<file path="config.mk">
export PLATFORM = sky130hd
export DESIGN_NAME = dlr_merge
export DESIGN_NICKNAME = d
export VERILOG_FILES = /design/src/hdl/dlr_pkg.sv /design/src/hdl/dlr_merge.sv
export SDC_FILE = /design/constraint.sdc
export NUM_CORES = 1
export LEC_CHECK = 0
export BUFFER_PORTS_ARGS = -buffer_cell sky130_fd_sc_hd__buf_2
export CAP_MARGIN = 20
export CELL_PAD_IN_SITES_DETAIL_PLACEMENT = 1
export CELL_PAD_IN_SITES_GLOBAL_PLACEMENT = 1
export CORE_AREA = 2 2 199 201
export DETAILED_ROUTE_END_ITERATION = 16
export DIE_AREA = 0 0 201 203
export PLACE_DENSITY = 0.52
export SLEW_MARGIN = 0
export SYNTH_ARGS = -nofsm -noshare
export SYNTH_HDL_FRONTEND = slang
export SYNTH_SLANG_ARGS = --single-unit
</file>
<file path="constraint.sdc">
create_clock -name clk -period 28.4 [get_ports clk]
set_clock_uncertainty 0.05 [all_clocks]
set_input_delay 1.42 -clock clk [delete_from_list [all_inputs] [get_ports clk]]
set_output_delay 1.42 -clock clk [all_outputs]
set_load 0.005 [all_outputs]
</file>
<file path="src/hdl/dlr_pkg.sv">
// ----------------------------------------------------------------------------
// dlr_pkg: shared types and constants of the dense layer lanes
// Widths of the fixed-point datapath and the lane control word.
// ----------------------------------------------------------------------------
package dlr_pkg;

    localparam int MAX_LANES  = 8;
    localparam int DATA_W     = 16;
    localparam int PROD_W     = 2 * DATA_W;
    localparam int ACC_W      = 48;
    localparam int FRAC_BITS  = 11;
    localparam int ACT_W      = 15;
    localparam int LANE_IDX_W = $clog2(MAX_LANES);
    localparam int CFG_IDX_W  = LANE_IDX_W + 1;

    typedef struct packed {
        logic load_prod;
        logic load_acc;
        logic at_start;
    } lane_ctrl_t;

endpackage

</file>
<file path="src/hdl/dlr_merge.sv">
// ----------------------------------------------------------------------------
// dlr_merge: activation and output register
// Applies ReLU, rescaling and saturation to every lane sum and holds the word.
// ----------------------------------------------------------------------------
module dlr_merge
    import dlr_pkg::*;
#(
    parameter int LANES = MAX_LANES
)
(
    input  logic                                clk,
    input  logic                                rst_n,
    input  logic                                fin,
    input  logic                                sample_valid,
    input  logic [MAX_LANES-1:0][ACC_W-1:0]     acc,
    input  logic                                out_stall,
    output logic                                hold,
    output logic                                out_valid,
    output logic [MAX_LANES-1:0][ACT_W-1:0]     act,
    output logic                                valid_out
);

    logic                              out_valid_reg;
    logic [MAX_LANES-1:0][ACT_W-1:0]   act_reg;
    logic [MAX_LANES-1:0][ACT_W-1:0]   act_next;
    logic                              valid_out_reg;
    logic                              load;

    assign hold = fin && out_valid_reg && out_stall;
    assign load = fin && !(out_valid_reg && out_stall);

    always_comb
    begin
        for (int k = 0; k < MAX_LANES; k++)
        begin
            act_next[k] = '0;
            if (sample_valid && (k < LANES) && !acc[k][ACC_W-1] && (acc[k] != '0))
            begin
                if (|acc[k][ACC_W-2:FRAC_BITS+ACT_W])
                begin
                    act_next[k] = '1;
                end
                else
                begin
                    act_next[k] = acc[k][FRAC_BITS+ACT_W-1:FRAC_BITS];
                end
            end
        end
    end

    always_ff @(posedge clk or negedge rst_n)
    begin
        if (!rst_n)
        begin
            out_valid_reg <= 1'b0;
        end
        else if (load)
        begin
            out_valid_reg <= 1'b1;
        end
        else if (!out_stall)
        begin
            out_valid_reg <= 1'b0;
        end
    end

    always_ff @(posedge clk)
    begin
        if (load)
        begin
            act_reg       <= act_next;
            valid_out_reg <= sample_valid;
        end
    end

    assign out_valid = out_valid_reg;
    assign act       = act_reg;
    assign valid_out = valid_out_reg;

endmodule
</file>
Word-level counts from Yosys, hierarchy flattened
Index checks and enable logic that the tools add are counted.
- flip-flop bits (word level): 122
- input port bits: 389
- logic and storage cells: 66
- eq/ne operators: 1
- muxes and demuxes: 10
- reductions and logical operators: 45
- operator list (operator ; number):
    $reduce_bool 48->1 ; 8
    $reduce_or 21->1 ; 8
    $mux 15 ; 8
    $logic_and 1x1->1 ; 20
    $logic_not 1->1 ; 9
    $mux 1 ; 2
    $ne 2x1->1 const B ; 1

Depth between registers and ports, before layout
- depth in word-level cells: 4
- mapped depth: 5
- depth with buffers taken out: 3

Least setup slack after synthesis
Ideal clock, no wire load.
- path type: input -> register
- start: input port fin
- end: register act_reg, in the netlist act[0], enable pin
- setup time: 787 ps
- data arrival time: 10172 ps
- data required time: 27563 ps
- setup slack: 17391 ps
- stages on the path: 1
- cell sequence: a21boi_0
- cells in the longest elaborated chain, start to end: 1
- RTL lines (what ; RTL line ; text):
    start: declaration ; dlr_merge.sv:13 ; input logic fin,
    $logic_and 1x1->1 ; dlr_merge.sv:30 ; assign load = fin && !(out_valid_reg && out_stall);
    end signal: assignment ; dlr_merge.sv:71 ; act_reg <= act_next;
    end: declaration ; dlr_merge.sv:24 ; logic [MAX_LANES-1:0][ACT_W-1:0] act_reg;
Every way passes these cells.
A chain may end at the register's enable or synchronous reset.

Final worst setup path
- start: input port fin
- end: output port hold
- cells in the longest elaborated chain, start to end: 2
- RTL lines (what ; RTL line ; text):
    $logic_and 1x1->1 (2 in a row) ; dlr_merge.sv:29 ; assign hold = fin && out_valid_reg && out_stall;
    end: declaration ; dlr_merge.sv:17 ; output logic hold,
Every way passes these cells.

==> reports/qor.csv <==
stage;metric;value;unit
synthesis;Synth Area in Compound Gates;13.7;%
grt;vias in the first global route;5820;
synthesis;share of the synthesized area in the top cell type;64.8;%
clocking;Clock Path Buffers;2;
min_path;hold crit path type;reg -> reg;
critical_path;Worst R2R Path Depth;3;
critical_path;slowest stage delay, CP;160;ps
routing;mean routed wirelength per cell;16.7;um
routing;post-route ant nets;0;
clocking;Clock Sink Count;122;
synthesis;Yosys top cell by area;edfxtp_1;
synthesis;Synth Cell Area;5610;um2
critical_path;reg-to-reg slack, setup;25820;ps
placement;Post-DP HPWL;17.9;mm
synthesis;Synth area leaders;edfxtp_1 (65%), a31oi_1 (13%), inv_1 (8.0%);
power_and_ir_drop;Worst VDD drop;0.0378;mV
grt;largest net degree at the start of global routing;64;
clocking;# hold bufs at CTS;0;
routing;via count;5372;
synthesis;post-synthesis xor/xnor area fraction;0;%
critical_path;crit-path max FO;3;
grt;All-Layer GR Usage;11.5;%
floorplan;initial core utilization;14.6;%
critical_path;critical path endpoint category;output port;
critical_path;required time of the worst setup path;26930;ps
critical_path;Critical Path Source Type;primary input;
placement;I/O Buffers;423;
power_and_ir_drop;Flop pwr share;45.0;%
sta;Worst slew margin;37.9;%
floorplan;Chip Width;201;um
clocking;CTS resizes;0;
routing;1st-iter DRT viols;290;
power_and_ir_drop;Psw;118;uW
critical_path;WS Path Type;in -> out;
power_and_ir_drop;leak pwr;4.16;nW
sta;worst hold slack;529;ps
critical_path;Critical Path Stages;3;
synthesis;FF+latch count, synth;122;
floorplan;Placeable Area;38500;um2
layout;Util after Layout;22.7;%
sta;TNS Setup;0;ps
job;maximum capacitance violations;0;
grt;first-pass GRT wire length;35.0;mm
min_path;worst min-delay path endpoint;out_valid;
layout;nets@finish;1262;
synthesis;largest family of logic cells by synthesized area;compound AO/OA/AOI/OAI gates;
critical_path;CP max stage cell;and3_1;
outcome;status;finished clean;
synthesis;simple-gate area share of the yosys netlist;9.58;%
synthesis;register area share after synthesis;65.3;%
clocking;Skew-Pair Late Insertion Delay;420;ps
floorplan;Top Ports;512;
grt;initial antenna violation count;1;
min_path;WHS Path Cells;1;
critical_path;most frequent CP cell;buf_2;
sta;Final period util;11.6;%
clocking;post-CTS setup buffers;0;
critical_path;Worst Path Arrival;1820;ps
sta;fin. max-slew vios;0;
routing;TritonRoute pass-1 iters;5;
floorplan;Core Rows;72;
critical_path;crit path buf inv count;2;
critical_path;worst reg2reg path startpoint;out_valid;
sta;f_max;304;MHz
layout;area grow syn2layout;55.9;%
layout;Filler Cell Count;4536;
placement;Final Wtd Congestion;0.732;
sta;fin crit period;3290;ps
layout;share of cells above drive strength 1;53.1;%
synthesis;mux share of post-synthesis cell area;0;%
synthesis;Yosys cell types;16;
power_and_ir_drop;Comb pwr share;11.6;%
critical_path;CP Cell Sequence;buf_2 > and3_1 > buf_2;
critical_path;delay-heaviest family, CP;buffers and inverters;
clocking;clock-pin transition on the worst setup and hold timing paths;60;ps
synthesis;synthesized net count;851;
power_and_ir_drop;power share of the clock group;43.4;%
clocking;H-tree depth;4;
sta;Hold Vio Cnt, Final;0;
power_and_ir_drop;Switching Share;24.9;%
layout;Largest register FFs;120;
routing;vias per cell;3.83;
synthesis;Synth Area in Adders;0;%
power_and_ir_drop;Pwr per Cell Area;54.2;nW/um2
clocking;CTS tree;yes;
floorplan;Die H;203;um
synthesis;Syn Inst Count;462;
min_path;Hold Startpoint;out_valid;
routing;DRC;0;
sta;Tightest Pin Transition;932;ps
synthesis;syn avg cell area;12.1;um2
clocking;Root Buffer;clkbuf_16;
critical_path;reg2reg end;act[0];
grt;GRT overflow;0;
sta;RSZ-0062 raised after global routing;false;
sta;final number of setup-violating endpoints;0;
floorplan;Die ar.;40800;um2
clocking;CTS buffer count;17;
routing;routed wire length;23.5;mm
synthesis;yosys warns;0;
power_and_ir_drop;Internal;356;uW
## placed cells by master, fill, tap and decap left out, types with 6 or more instances in the layout
master,count
nor4_1,24
clkinvlp_4,6
a31oi_1,120
and4_1,8
nand2b_1,8
inv_1,120
buf_2,423
edfxtp_1,121
or4_4,8
clkbuf_16,17
nor3_1,8
nor3_4,8
## layer usage
layer	global-route usage [%]	part of all wire [%]	routed length (um)
met1	13.2	42	9760
met2	20.2	51	11900
met3	3.05	6.2	1450
met4	4.52	1.6	377
met5	0	0	0
## cell families (layout without fill, tap and decap cells)
logic type | after synthesis | after routing
and+or+nand+nor | 65 | 65
other | 0 | 1
DFF | 122 | 122
buffers and inverters | 153 | 576
AOI/OAI and AO/OA | 122 | 122
## metrics by stage
step / setup slack (ps) / cell area [um2] / instances / power, mW
global route: 24990 / 8740 / 1403 / 0.496
global placement: 24660 / 8200 / 1372 / 0.272
detailed placement: 24620 / 8200 / 1372 / 0.274
CTS: 25110 / 8740 / 1403 / 0.484
floorplan: 17390 / 5610 / 462 / 0.237
finish: 25110 / 8740 / 1404 / 0.474
## power by group through the flow
| stage | sequential [mW] | combinational, mW | clock [mW] |
|---|---|---|---|
| 6_report | 0.213 | 0.0548 | 0.206 |
| 5_1_grt | 0.214 | 0.0615 | 0.220 |
| 4_1_cts | 0.213 | 0.0565 | 0.214 |
| 3_3_place_gp | 0.217 | 0.0555 | 0 |
| 3_5_place_dp | 0.217 | 0.0565 | 0 |
| 2_1_floorplan | 0.222 | 0.0150 | 0 |
## final cells by class
| cell class | instances | area [um2] | share of cell area [%] |
|---|---|---|---|
| Sequential cell | 122 | 3660 | 41.9 |
| Timing Repair Buffer | 425 | 2130 | 24.4 |
| Clock buffer | 18 | 429 | 4.91 |
| Multi-Input combinational cell | 187 | 1310 | 15.0 |
| Inverter | 120 | 450 | 5.15 |
| Clock inverter | 13 | 106 | 1.22 |
| Antenna cell | 1 | 2.50 | 0.0286 |
| Tap cell | 518 | 648 | 7.41 |
## synthesized netlist by cell type (all sizes together)
library cell,number
a21boi,1
a21o,1
a31oi,120
and3,1
and4,8
buf,16
clkbuf,17
dfrtp,1
edfxtp,121
inv,120
nand2b,8
nor3,16
nor4,24
or4,8
## worst max-delay path by stage
stage               from        to  slack, ps
2_1_floorplan        fin    act[0]      17390
3_3_place_gp   out_stall  act[101]      24660
3_5_place_dp   out_stall   act[80]      24620
4_1_cts        out_stall      hold      25110
5_1_grt              fin   act[87]      24990
6_report             fin      hold      25110
Note: power is estimated with default switching activity, not from simulation.
