## src/hdl/dlr_pkg.sv

```systemverilog
// ----------------------------------------------------------------------------
// dlr_pkg: shared types and constants of the dense layer lanes
// Widths of the fixed-point datapath and the lane control word.
// ----------------------------------------------------------------------------
package dlr_pkg;

    localparam int MAX_LANES  = 8;
    localparam int DATA_W     = 16;
    localparam int PROD_W     = 2 * DATA_W;
    localparam int ACC_W      = 48;
    localparam int FRAC_BITS  = 11;
    localparam int ACT_W      = 15;
    localparam int LANE_IDX_W = $clog2(MAX_LANES);
    localparam int CFG_IDX_W  = LANE_IDX_W + 1;

    typedef struct packed {
        logic load_prod;
        logic load_acc;
        logic at_start;
    } lane_ctrl_t;

endpackage

```

## src/hdl/dlr_lane.sv

```systemverilog
// ----------------------------------------------------------------------------
// dlr_lane: one neuron lane
// Registered multiply followed by a saturating 48-bit accumulate.
// ----------------------------------------------------------------------------
module dlr_lane
    import dlr_pkg::*;
(
    input  logic                     clk,
    input  lane_ctrl_t               ctrl,
    input  logic signed [DATA_W-1:0] x_value,
    input  logic signed [DATA_W-1:0] w_value,
    input  logic        [DATA_W-1:0] bias,
    output logic        [ACC_W-1:0]  acc
);

    logic signed [PROD_W-1:0] prod_reg;
    logic        [ACC_W-1:0]  acc_reg;
    logic        [ACC_W-1:0]  acc_next;
    logic        [ACC_W-1:0]  bias_ext;
    logic        [ACC_W-1:0]  base;
    logic        [ACC_W:0]    sum;

    assign bias_ext = {{(ACC_W - DATA_W){bias[DATA_W-1]}}, bias};
    assign base     = ctrl.at_start ? (bias_ext << FRAC_BITS) : acc_reg;
    assign sum      = {base[ACC_W-1], base}
                    + {{(ACC_W + 1 - PROD_W){prod_reg[PROD_W-1]}}, prod_reg};

    always_comb
    begin
        if (sum[ACC_W] != sum[ACC_W-1])
        begin
            acc_next = sum[ACC_W] ? {1'b1, {(ACC_W-1){1'b0}}} : {1'b0, {(ACC_W-1){1'b1}}};
        end
        else
        begin
            acc_next = sum[ACC_W-1:0];
        end
    end

    always_ff @(posedge clk)
    begin
        if (ctrl.load_prod)
        begin
            prod_reg <= x_value * w_value;
        end
        if (ctrl.load_acc)
        begin
            acc_reg <= acc_next;
        end
    end

    assign acc = acc_reg;

endmodule

```

## config.mk

```make
export PLATFORM = sky130hd
export DESIGN_NAME = dlr_lane
export DESIGN_NICKNAME = d
export VERILOG_FILES = /design/src/hdl/dlr_pkg.sv /design/src/hdl/dlr_lane.sv
export SDC_FILE = /design/constraint.sdc
export NUM_CORES = 1
export LEC_CHECK = 0
export BUFFER_PORTS_ARGS = -buffer_cell sky130_fd_sc_hd__buf_2
export CAP_MARGIN = 40
export CORE_MARGIN = 10
export CORE_UTILIZATION = 30
export DETAILED_ROUTE_END_ITERATION = 8
export PLACE_DENSITY_LB_ADDON = 0.25
export SLEW_MARGIN = 20
export SYNTH_ARGS = -nofsm -noshare
export SYNTH_HDL_FRONTEND = slang
export SYNTH_SLANG_ARGS = --single-unit
```

## constraint.sdc

```tcl
create_clock -name clk -period 11.9 [get_ports clk]
set_input_delay 1.19 -clock clk [delete_from_list [all_inputs] [get_ports clk]]
set_output_delay 1.19 -clock clk [all_outputs]
set_load 0.1 [all_outputs]
```

Word-level counts from Yosys, hierarchy flattened
Cells that the tools add are included.
{"block": "classes", "addsub": 1, "n_mul": 1, "eq_ne": 1, "mux": 3}
{"operator": "2-to-1 mux 48 bit", "n": 3}
{"operator": "adder 48 x 32 -> 49 bit", "n": 1}
{"operator": "multiplier 16 x 16 -> 32 bit", "n": 1}
{"operator": "inequality test 1 bit", "n": 1}
{"block": "totals", "regBits": 80, "in_bits": 52}

Depth between registers and ports, before layout
Gate-level depths: netlist (run 1).
{"block": "depth", "word_depth": 4, "ltp_mapped": 23, "ltp_nobuf": 22}

Worst setup path before layout (run 1)
No wires, ideal clock.
{"block": "synth_timing", "kind": "input-to-reg", "start": "input x_value[15]", "end": "register prod_reg[31] (data pin)", "setup_time_ns": 0.260, "arrival_ns": 6.731, "required_ns": 11.640, "slack_ns": 4.909, "stages": 21, "cell_sequence": "clkbuf_1 nand2_1 inv_1 fa_1 fa_1 fa_1 fa_1 fa_1 inv_1 fa_1 inv_1 ha_1 o21a_1 o221ai_1 o311ai_0 a31o_2 a311oi_1 or2_2 o2111ai_1 a21oi_1 xnor2_1"}
{"block": "synth_via", "elab_chain_cells": 1}
{"element": "start, declared", "line_no": "dlr_lane.sv:10", "rtl": "input logic signed [DATA_W-1:0] x_value,"}
{"element": "multiplier 16 x 16 -> 32 bit", "line_no": "dlr_lane.sv:44", "rtl": "prod_reg <= x_value * w_value;"}
{"element": "end signal, assigned", "line_no": "dlr_lane.sv:44"}
{"element": "end, declared", "line_no": "dlr_lane.sv:16", "rtl": "logic signed [PROD_W-1:0] prod_reg;"}
No other way between the ends.
A chain may end at the register's enable or synchronous reset.

Worst setup path in the final report (run 1)
{"block": "layout_timing", "start": "input w_value[1]", "end": "register prod_reg[31] (data pin)"}
{"block": "layout_via", "elab_chain_cells": 1}
{"element": "start, declared", "line_no": "dlr_lane.sv:11", "rtl": "input logic signed [DATA_W-1:0] w_value,"}
{"element": "multiplier 16 x 16 -> 32 bit", "line_no": "dlr_lane.sv:44"}
No other way between the ends.

==> results.py, run 1 <==
metrics = {
    "run_status": {
        "status": "finished, final reports clean",
    },
    "clock_network": {
        "clkSinkCount": 80,
        "tritoncts": "done",
        "cts_setup_buffers": 0,
        "cts-resized-gates": 0,
        "holdBufCountCts": 0,
        "clkTransAtPathRegs_ns": 0.06,
        "numCtsBuffers": 9,
        "clk_latency_ns": 0.35,
        "clock_path_buffers": 2,
        "htreeDepth": 3,
        "cts_root_buf": "clkbuf_16",
    },
    "sta": {
        "final-hold-violation-count": 0,
        "maxSlewViolCount": 0,
        "tns_ns": 0,
        "rsz0062_at_grt": "false",
        "fin_crit_sh": 0.601,
        "setup_viol": 0,
        "relSlewSlack": 0.523,
        "fin_skew_ns": 0.0138,
        "worst_pin_slew_ns": 0.715,
        "period_minus_slack_ns": 7.15,
        "fmax_ghz": 0.140,
    },
    "floorplan": {
        "start_util": 0.303,
        "die_h_um": 251,
        "boundaryPins": 100,
        "fp.dieArea_um2": 62800,
        "core-area_um2": 52700,
        "die_width_um": 251,
        "rows": 84,
    },
    "routing": {
        "viasPerCell": 4.69,
        "vias": 11500,
        "final_antenna_net_count": 0,
        "post_drt_wl_per_cell_um": 16.7,
        "drt-initial-drc-count": 505,
        "first_pass_iters": 5,
        "routed_wl_um": 40900,
        "drc": 0,
    },
    "setup_path": {
        "start_kind": "input port",
        "cp.required_ns": 11.99,
        "slowest_delay_ns": 0.76,
        "endpoint_kind": "register",
        "path_class": "input port to register",
        "crit_path_frequent_cell": "fa_1",
        "crit_slowest_cell": "fa_1",
        "crit_fanout": 16,
        "regToRegSetupSlack_ns": 7.72,
        "critical_path.cell_chain": "buf_2, nand2_1, inv_1, fa_1, fa_1, fa_1, fa_1, fa_1, inv_1, fa_1, inv_1, ha_1, o21a_1, o221ai_1, o311ai_0, a31o_2, a311oi_1, or2_2, o2111ai_1, a21oi_1, xnor2_1",
        "arrival_ns": 7.24,
    },
    "placement": {
        "gp_congestion": 0.853,
        "dpl_cell_area_um2": 17000,
        "dp_cells": 2440,
        "port_buffers": 99,
        "dp_hpwl_um": 34300,
    },
    "layout": {
        "fin_nets": 2208,
        "largest_register_ffs": 48,
        "final_area_um2": 17300,
        "layout-drive-gt1-share": 0.0899,
        "stdcell_count": 2456,
        "diodes": 0,
        "fillers": 5488,
        "area_delta_synth_final_pct": 8.47,
    },
    "global_route": {
        "grt_max_degree": 49,
        "grt_pass1_vias": 12600,
        "grt_util_all_layers": 0.133,
        "overflow": 0,
        "grt_pass1_wl_um": 68700,
        "antenna_found_initial": 0,
    },
    "yosys": {
        "synth_common_cells": "inv_1 (338), fa_1 (263), nand2_1 (160)",
        "avgSynthCellArea_um2": 9.26,
        "synthCells": 1723,
        "synth_area_um2": 16000,
        "ys_warn_count": 0,
        "ys_types": 74,
        "yosys.area.top_type": "fa_1",
        "ys_seq_area_frac": 0.151,
        "synthMostInstantiatedCell": "inv_1",
        "synth_edf_count": 80,
        "synth_async_sr_flop_share": 0,
        "synth.net_count": 2168,
        "synth_ff_type": "edfxtp_1",
        "yosys.area.top_type_share": 0.330,
        "synth_area_leaders": "fa_1 (33%), edfxtp_1 (15%), ha_1 (10%)",
        "synth_seq_cells": 80,
    },
    "hold_path": {
        "min-delay-path-class": "register to register",
    },
    "flow_run": {
        "max_cap_viol_count": 0,
    },
}
## path summary, 6_finish.rpt
kind	startpoint	endpoint	cells after the start
worst max-delay path	w_value[1]	prod_reg[31]	21
worst min-delay path	prod_reg[0]	acc[0]	3
worst min register to register	prod_reg[0]	acc[0]	3
worst max register to register	acc[18]	acc[13]	12
## routing by layer
metal	global-route usage	vias to the layer above	part of all wire
met5	0	-	0
met4	0.0213	0	0.0082
met3	0.0209	21	0.043
met2	0.212	211	0.45
met1	0.187	5690	0.50
li1	-	5591	-
## through the flow
step | worst slack (ns) | util | hold slack [ns]
floorplan | 4.91 | - | 0.669
global placement | 4.47 | 0.323 | 0.700
detailed placement | 4.39 | 0.323 | 0.707
CTS | 4.76 | 0.329 | 0.723
global route | 4.44 | 0.329 | 0.798
finish | 4.75 | 0.329 | 0.721
## kinds of logic (layout without fill, tap and decap cells)
group,count (synthesis),count (layout),share of synthesized area
AND/OR/NAND/NOR,434,434,0.139
XOR/XNOR,80,80,0.0439
flip-flops,80,80,0.151
multiplexers,17,17,0.0121
adder cells (fa/ha/maj),393,393,0.432
buffers and inverters,412,457,0.101
AO/OA/AOI/OAI,307,307,0.121
## critical path, delay by kind of cell
kind | cells | cell delay, ns
XOR/XNOR | 1 | 0.09
buffers and inverters | 4 | 0.39
AND/OR/NAND/NOR | 2 | 0.34
AO/OA/AOI/OAI | 7 | 1.65
adder cells (fa/ha/maj) | 7 | 3.56
## final cells by class
class / instances / area [um^2] / area share
clock buffers: 9 / 225 / 0.0130
clock inverters: 7 / 62.6 / 0.00361
inverters: 338 / 1270 / 0.0733
multi-input cells: 1231 / 11900 / 0.690
flip-flops and latches: 80 / 2400 / 0.139
well taps: 688 / 861 / 0.0497
repair buffers: 103 / 551 / 0.0318
## cell usage in the layout (no fill, tap or decap), drive strengths merged, types with 17 or more instances in the layout
| master | n |
|---|---|
| inv | 338 |
| fa | 263 |
| nand2 | 160 |
| and2 | 131 |
| ha | 130 |
| o21ai | 106 |
| buf | 103 |
| a21oi | 82 |
| edfxtp | 80 |
| xnor2 | 57 |
| nor2 | 45 |
| a21o | 29 |
| xor2 | 23 |
| nand3 | 18 |
| o21bai | 17 |
Power of run 1 is not shown: default switching activity piles up to over one toggle a cycle in this logic, so the estimate is an artifact.
==> run 2, diff against run 1 <==
==> constraint.sdc (replaced) <==
create_clock -name clk -period 6.03 [get_ports clk]
set_input_delay 0.603 -clock clk [delete_from_list [all_inputs] [get_ports clk]]
set_output_delay 0.603 -clock clk [all_outputs]
set_load 0.1 [all_outputs]
==> results.py, run 2 (synthesis results as in run 1) <==
metrics = {
    "run_status": {
        "status": "finished, final reports clean",
    },
    "layout": {
        "stdcell_count": 2580,
        "layout-drive-gt1-share": 0.175,
        "layout_commonest_cell": "inv_1",
        "post-route-util": 0.354,
        "fillers": 5427,
        "final_cell_mix": "inv_1 (333), fa_1 (250), nand2_1 (155), buf_4 (129), and2_1 (127)",
        "final_area_um2": 18600,
        "diodes": 0,
        "largest_register_ffs": 48,
        "area_delta_synth_final_pct": 16.7,
        "fin_nets": 2332,
    },
    "clock_network": {
        "numCtsBuffers": 9,
        "tritoncts": "done",
        "cts_root_buf": "clkbuf_16",
        "clock_path_buffers": 2,
        "clk_latency_ns": 0.36,
        "clkTransAtPathRegs_ns": 0.06,
        "htreeDepth": 3,
        "clkSinkCount": 80,
    },
    "global_route": {
        "grt_max_degree": 49,
        "antenna_found_initial": 0,
        "grt_util_all_layers": 0.136,
        "grt_pass1_wl_um": 70400,
        "grt_pass1_vias": 13200,
        "overflow": 0,
    },
    "floorplan": {
        "start_util": 0.303,
        "rows": 84,
        "die_h_um": 251,
        "core-area_um2": 52700,
        "fp.dieArea_um2": 62800,
        "die_width_um": 251,
        "boundaryPins": 100,
    },
    "routing": {
        "wl_met2_um": 19900,
        "wl_met3_um": 1110,
        "vias": 11900,
        "viasPerCell": 4.62,
        "first_pass_iters": 5,
        "routed_wl_um": 41900,
        "final_antenna_net_count": 0,
        "drt-initial-drc-count": 455,
        "post_drt_wl_per_cell_um": 16.3,
        "met1_length_um": 20500,
        "drc": 0,
        "highest_layer": "met4",
    },
    "setup_path": {
        "rr_worst_depth": 12,
        "cp.required_ns": 6.13,
        "arrival_ns": 6.04,
        "crit_fanout": 6,
        "startpoint": "x_value[15]",
        "start_kind": "input port",
        "r2r-start": "acc[19]",
        "endpoint_kind": "register",
        "path_class": "input port to register",
        "worstReg2RegEnd": "acc[14]",
        "regToRegSetupSlack_ns": 1.97,
    },
    "placement": {
        "dp_hpwl_um": 36000,
        "port_buffers": 99,
        "gp_congestion": 0.851,
        "dpl_cell_area_um2": 17900,
        "dp_cells": 2555,
    },
    "sta": {
        "fin_skew_ns": 0.0136,
        "fin_crit_sh": 0.985,
        "setup_viol": 0,
        "maxSlewViolCount": 0,
        "final-hold-violation-count": 0,
        "relSlewSlack": 0.497,
        "rsz0062_at_grt": "true",
        "fmax_ghz": 0.168,
        "period_minus_slack_ns": 5.94,
        "worst_pin_slew_ns": 0.754,
    },
    "flow_run": {
        "max_cap_viol_count": 0,
    },
    "hold_path": {
        "min-delay-path-class": "register to register",
        "hold_start": "prod_reg[0]",
        "holdPathEnd": "acc[0]",
        "holdPathStages": 3,
    },
}
==> run 2: changes by cell type in the layout (fill, tap and decap cells not counted), moves of 6 or more <==
cell	previous run	this run
fa_1	263	250
ha_1	130	122
buf_6	0	10
fa_2	0	13
buf_4	2	129
buf_2	99	76
ha_4	0	6
==> run 2: repair_timing <==
action / CTS / global route
pin swaps: 1 / 47
setup endpoints to repair: 1 / 8
resized for setup: 8 / 95
hold buffers: 0 / 0
cloned: 0 / 0
setup buffers: 0 / 9
==> run 2: worst max path at each step <==
stage	endpoint	slack [ns]	depth (start not counted)
final	prod_reg[30]	0.09	19
after global routing	prod_reg[30]	-0.13	21
after CTS	prod_reg[31]	0.01	20
after detailed placement	prod_reg[31]	-0.41	21
after global placement	prod_reg[31]	-0.34	20
after floorplan	prod_reg[31]	0.003	20
==> run 2: critical path, stage by stage <==
cell,delay (ns)
buf_12,0.12
and2_4,0.16
fa_2,0.67
buf_6,0.12
fa_1,0.43
fa_2,0.51
fa_2,0.60
fa_2,0.45
fa_2,0.56
ha_4,0.20
a21o_1,0.19
o221ai_4,0.16
nand2_1,0.09
a21o_1,0.17
or3_1,0.30
o211ai_1,0.26
o2111ai_1,0.18
a21oi_1,0.19
xnor2_1,0.08
==> run 2: metal layers <==
| metal | global-route usage | up-vias |
|---|---|---|
| li1 | - | 5831 |
| met1 | 0.184 | 5904 |
| met2 | 0.231 | 169 |
| met3 | 0.0142 | 28 |
| met4 | 0.0234 | 0 |
| met5 | 0 | - |
==> run 2: final cells by class <==
type | instances | area (um^2) | area share
multi-input cells | 1231 | 12200 | 0.655
clock buffers | 12 | 236 | 0.0127
flip-flops and latches | 80 | 2400 | 0.129
repair buffers | 227 | 1630 | 0.0876
inverters | 338 | 1270 | 0.0681
well taps | 688 | 861 | 0.0462
clock inverters | 4 | 21.3 | 0.00114
==> run 2: stage by stage <==
| stage | setup TNS [ns] | setup slack, ns | hold slack (ns) |
|---|---|---|---|
| after floorplan | 0 | 0.00273 | 0.669 |
| after global placement | -2.01 | -0.345 | 0.697 |
| after detailed placement | -2.67 | -0.407 | 0.712 |
| after CTS | 0 | 0.0132 | 0.725 |
| after global routing | -0.265 | -0.132 | 0.762 |
| final | 0 | 0.0903 | 0.718 |
Power of run 2 is left out for the same reason.
